## config.mk

```make
export PLATFORM = sky130hd
export DESIGN_NAME = srra_div
export DESIGN_NICKNAME = d
export VERILOG_FILES = /design/src/hdl/srra_pkg.sv /design/src/hdl/srra_div.sv
export SDC_FILE = /design/constraint.sdc
export NUM_CORES = 1
export LEC_CHECK = 0
export BUFFER_PORTS_ARGS = -buffer_cell sky130_fd_sc_hd__buf_2
export CAP_MARGIN = 20
export CORE_ASPECT_RATIO = 0.8
export CORE_MARGIN = 5
export CORE_UTILIZATION = 57
export CTS_BUF_LIST = sky130_fd_sc_hd__clkbuf_16
export CTS_CLUSTER_DIAMETER = 40
export CTS_CLUSTER_SIZE = 40
export DETAILED_ROUTE_END_ITERATION = 12
export GPL_TIMING_DRIVEN = 0
export PLACE_DENSITY_LB_ADDON = 0.12
export SLEW_MARGIN = 20
export SYNTH_ARGS = -nofsm -noshare
export SYNTH_HDL_FRONTEND = slang
export SYNTH_SLANG_ARGS = --single-unit
```

## constraint.sdc

```tcl
create_clock -name clk -period 4.9 [get_ports clk]
set_input_delay 0.245 -clock clk [delete_from_list [all_inputs] [get_ports clk]]
set_output_delay 0.245 -clock clk [all_outputs]
set_load 0.02 [all_outputs]
```

## src/hdl/srra_pkg.sv

```systemverilog
`timescale 1ns / 1ps
// ----------------------------------------------------------------------------
// srra_pkg
// Shared types, constants and helpers of the stub region round-robin assigner.
// ----------------------------------------------------------------------------
package srra_pkg;

  // default sizes
  localparam int MAX_PER_REGION_DEF = 256;
  localparam int MAX_REGIONS_DEF    = 9;

  // field widths
  localparam int ID_W   = 12;
  localparam int BEND_W = 5;
  localparam int SEC_W  = 10;
  localparam int CFG_W  = 7;
  localparam int DIV_W  = 11;   // dividend / quotient width of the shared divider
  localparam int DSR_W  = 7;    // divisor / remainder width

  // register reset values
  localparam logic [3:0] NUM_REGIONS_RST = 4'd9;
  localparam logic [6:0] SPR_RST         = 7'd2;
  localparam logic [6:0] LPR_RST         = 7'd24;
  localparam logic       OBB_RST         = 1'b1;

  // register indexes
  typedef enum logic [1:0] {
    REG_NUM_REGIONS = 2'd0,
    REG_SPR         = 2'd1,
    REG_LPR         = 2'd2,
    REG_ORDER_BEND  = 2'd3
  } reg_idx_t;

  // commands
  typedef enum logic [1:0] {
    CMD_LOAD   = 2'd0,
    CMD_DRAIN  = 2'd1,
    CMD_CLEAR  = 2'd2,
    CMD_UNUSED = 2'd3
  } cmd_t;

  // sequencer states
  typedef enum logic [3:0] {
    ST_IDLE,
    ST_LD_DIV1,
    ST_LD_DIV2,
    ST_LD_ST1,
    ST_LD_ST2,
    ST_SO_I,
    ST_SO_LD,
    ST_SO_CMP,
    ST_SO_PUT,
    ST_DR_SCAN,
    ST_DR_WAIT
  } state_t;

  // divider request and response
  typedef struct packed {
    logic             start;
    logic [DIV_W-1:0] dividend;
    logic [DSR_W-1:0] divisor;
  } div_req_t;

  typedef struct packed {
    logic             busy;
    logic [DIV_W-1:0] quot;
    logic [DSR_W-1:0] rem;
  } div_rsp_t;

  // magnitude of a 5-bit two's complement bend
  function automatic logic [BEND_W-1:0] abs_bend(input logic [BEND_W-1:0] b);
    abs_bend = b[BEND_W-1] ? (~b + 5'd1) : b;
  endfunction

endpackage

```

## src/hdl/srra_div.sv

```systemverilog
`timescale 1ns / 1ps
// ----------------------------------------------------------------------------
// srra_div
// Restoring divider, one quotient bit per cycle, results held until next start.
// ----------------------------------------------------------------------------
module srra_div (
  input  logic               clk,
  input  logic               rst,
  input  srra_pkg::div_req_t req,
  output srra_pkg::div_rsp_t rsp
);

  localparam int CW = $clog2(srra_pkg::DIV_W + 1);

  logic [CW-1:0]                cnt;
  logic                         busy;
  logic [srra_pkg::DIV_W-1:0]   quot;
  logic [srra_pkg::DSR_W-1:0]   rem;
  logic [srra_pkg::DSR_W-1:0]   dsr;
  logic [srra_pkg::DSR_W:0]     trial;
  logic                         qbit;
  logic [srra_pkg::DSR_W:0]     diff;

  // one restoring step
  always_comb begin
    trial = {rem, quot[srra_pkg::DIV_W-1]};
    qbit  = (trial >= {1'b0, dsr});
    diff  = qbit ? (trial - {1'b0, dsr}) : trial;
  end

  // control
  always_ff @(posedge clk) begin
    if (rst) begin
      busy <= 1'b0;
      cnt  <= '0;
    end else if (req.start) begin
      busy <= 1'b1;
      cnt  <= CW'(srra_pkg::DIV_W);
    end else if (busy) begin
      cnt  <= cnt - 1'b1;
      busy <= (cnt != CW'(1));
    end
  end

  // datapath
  always_ff @(posedge clk) begin
    if (req.start) begin
      quot <= req.dividend;
      rem  <= '0;
      dsr  <= req.divisor;
    end else if (busy) begin
      quot <= {quot[srra_pkg::DIV_W-2:0], qbit};
      rem  <= diff[srra_pkg::DSR_W-1:0];
    end
  end

  assign rsp.busy = busy;
  assign rsp.quot = quot;
  assign rsp.rem  = rem;

endmodule

```

==> results.md <==
- Worst path most repeated cell: buf_6
- Minimum clock period: 2.39 ns
- WHS Path Cells: 1
- Post-Route Setup TNS: 0 ns
- CORE AREA: 3020 um^2
- YS warnings: 0
- Clock Latency Late Sink: 0.27 ns
- Die X: 71.9 um
- Port bufs: 39
- Max_cap viols: 0
- Outcome: completed
- Gpl congestion: 0.900
- CP required: 5.08 ns
- Worst path cell trace: inv_1 -> ha_1 -> fa_1 -> nand2b_1 -> a211o_1 -> buf_6 -> and3_1 -> buf_6 -> a311oi_2
- Vias in the first global route: 1331
- Number of placed I/O pins: 40
- Final setup viols: 0
- Final Hold Vio Count: 0
- Initial antenna violation count: 0
- Global route overflow: 0
- Critical path capture point type: flip-flop
- Syn Area/Cell: 10.6 um^2
- Post-synthesis sequential area ratio: 0.446
- Overall routed net length: 3590 um
- Pin count of the biggest net entering global routing: 12
- Postcts setup bufs: 0
- Vias: 1378
- Critical Path AT: 2.57 ns
- First-pass detailed-route iteration total: 4
- HP Class: in2reg
- Rows: 18
- Layout net count: 242
- Die height: 59.5 um
- N_diodes: 0
- Slew Viols, Final: 0
- Slew HR: 0.642
- Leak pwr: 0.000918 uW
- Routed len/inst: 14.2 um
- Worst-Margin Slew: 0.537 ns
- Drt initial violations: 102
- Leading area contributor after synthesis: edfxtp_1
- Clock sink count: 30
- Synthesized area: 1750 um^2
- Worst IR Drop VDD: 0.292 mV
- Final Skew: 0.00390 ns
- Critical R2R Capture: rem[2]
- Area added between synthesis and finish: 21.9%
- Max incr delay on CP: 0.42 ns
- Clock Pin Slew Worst Setup and Hold Paths: 0.05 ns
- Final ANT Viol Nets: 0
- Hold path endpoint: dsr[5]
- # placed instances: 244
- GR Util All Layers: 0.186
- Pre-CTS WS: 2.53 ns
- HPWL after detailed placement: 2720 um
- Final non-filler cell total: 252
- Reg-to-reg setup timing slack: 2.51 ns
- Post-route clock period utilization: 0.487
- Post-cts resize count: 0
- Share of the synthesized area in the top cell type: 0.309
- Vias/cell: 5.47
- Die area: 4280 um^2
- First-pass GRT wire length: 5970 um
- Cell area after layout: 2130 um^2
- Tot Pwr: 737 uW
- CTS buffer count: 5
- Clk root buf: clkbuf_16
- Initial Util: 0.580
- Top_reg_cell synth: edfxtp_1
- Worst setup margin: 2.51 ns
- Fill cells: 239
- CP Class: reg2reg
- Sequential Area: 781 um^2
- Highest-delay cell along the critical path: fa_1
- Power Density: 346 nW/um^2
- Worst Setup Start Kind: flip-flop
- H-tree depth: 2
- Post-Syn Nets: 196
- Footprint of the multi-input gates: 858 um^2
- Library cells used by synthesis: 44
- RSZ-0062 raised after global routing: no
- Most frequent cells after synthesis: nor2_1, edfxtp_1, inv_1, dfxtp_1, mux2_2
- Largest cells by area after synthesis: edfxtp_1, dfxtp_1, ha_1, mux2_2, nor2_1
- TritonCTS clock tree: done
- Worst Path Max Fanout: 9
- Max Clk Rate: 419 MHz
- DP Area: 1990 um^2
- Syn Inst Count: 165
- Yosys reg bits: 30
- Hold-fix buffers, CTS: 0
- Clk buf depth: 2
- Drt drc: 0
- EDFF count, synth: 18
- Post-synth ARST share: 0
- FF-to-FF Start: quot[10]
- Worst Hold Launch: req[5]
- Cell with the most instances after synthesis: nor2_1
- Share of layout cells above drive strength 1: 0.330
- R2R depth: 9
==> stage by stage <==
step / utilization / hold WS (ns)
floorplan: - / 0.317
global placement: 0.661 / 0.421
detailed placement: 0.661 / 0.423
CTS: 0.706 / 0.140
global route: 0.706 / 0.135
finish: 0.706 / 0.145
==> cell families (layout without fill, tap and decap cells) <==
family / count (synthesis) / in the layout / share of synthesized area
AND/OR/NAND/NOR: 54 / 54 / 0.164
AO/OA/AOI/OAI: 31 / 31 / 0.151
flip-flops: 30 / 30 / 0.446
buffers and inverters: 23 / 70 / 0.0629
multiplexers: 11 / 11 / 0.0701
adder cells (fa/ha/maj): 10 / 10 / 0.0758
XOR/XNOR: 6 / 6 / 0.0300
==> worst max path at each step <==
| stage | from | endpoint | slack (ns) | depth (start not counted) |
|---|---|---|---|---|
| 6_report | quot[10] | rem[2] | 2.51 | 9 |
| 3_5_place_dp | quot[10] | rem[2] | 2.53 | 9 |
| 2_1_floorplan | quot[10] | rem[0] | 2.58 | 9 |
| 5_1_grt | quot[10] | rem[2] | 2.44 | 9 |
| 3_3_place_gp | quot[10] | rem[0] | 2.61 | 9 |
| 4_1_cts | quot[10] | rem[2] | 2.51 | 9 |
==> worst max-delay path, delay by kind of cell (launching register included) <==
kind                       cells  cell delay (ns)
AOI/OAI and AO/OA              2             0.54
adders and majority gates      2             0.66
buffers and inverters          3             0.36
DFF                            1             0.35
and+or+nand+nor                2             0.39
==> cell usage in the layout, fill, tap and decap left out, types with 2 or more instances in the layout <==
cell type	count
inv_1	14
buf_6	2
nand2b_1	7
a311oi_2	2
nand2_1	9
clkbuf_1	5
buf_4	2
nand4_1	2
nor3b_1	4
a21o_1	3
mux2_2	10
buf_2	40
a31oi_1	2
nor2_1	20
nand3b_1	3
dfxtp_1	12
a211oi_1	3
a41oi_1	4
o21bai_1	2
xnor2_1	2
a21oi_1	3
xor2_1	4
o21ai_0	3
ha_1	9
clkbuf_16	5
o31ai_2	2
edfxtp_1	18
==> layer usage <==
| layer | GRT usage | wire [um] | vias to the layer above |
|---|---|---|---|
| met2 | 0.292 | 1710 | 40 |
| met3 | 0.0746 | 212 | 8 |
| li1 | - | - | 687 |
| met4 | 0.0777 | 79 | 0 |
| met1 | 0.228 | 1590 | 643 |
| met5 | 0 | 0 | - |
==> area by class of cell <==
class / instances / area share
clock buffer: 5 / 0.0587
multi-input combinational: 112 / 0.403
tap: 40 / 0.0235
clock inverter: 3 / 0.00587
sequential: 30 / 0.366
buffer: 10 / 0.0288
inverter: 13 / 0.0229
timing repair buffer: 39 / 0.0915
==> sequential cells by signal (all words and copies together) (netlist names) <==
register  cells
quot         11
dsr           7
rem           7
cnt           4
busy          1
==> power breakdown <==
part	internal, uW	leakage (uW)	switching (uW)
Clock	183	0.0000724	99.0
Sequential	293	0.000278	13.9
Combinational	62.8	0.000567	85.6
Total	538	0.000918	199
Note: power is estimated with default switching activity, not from simulation.
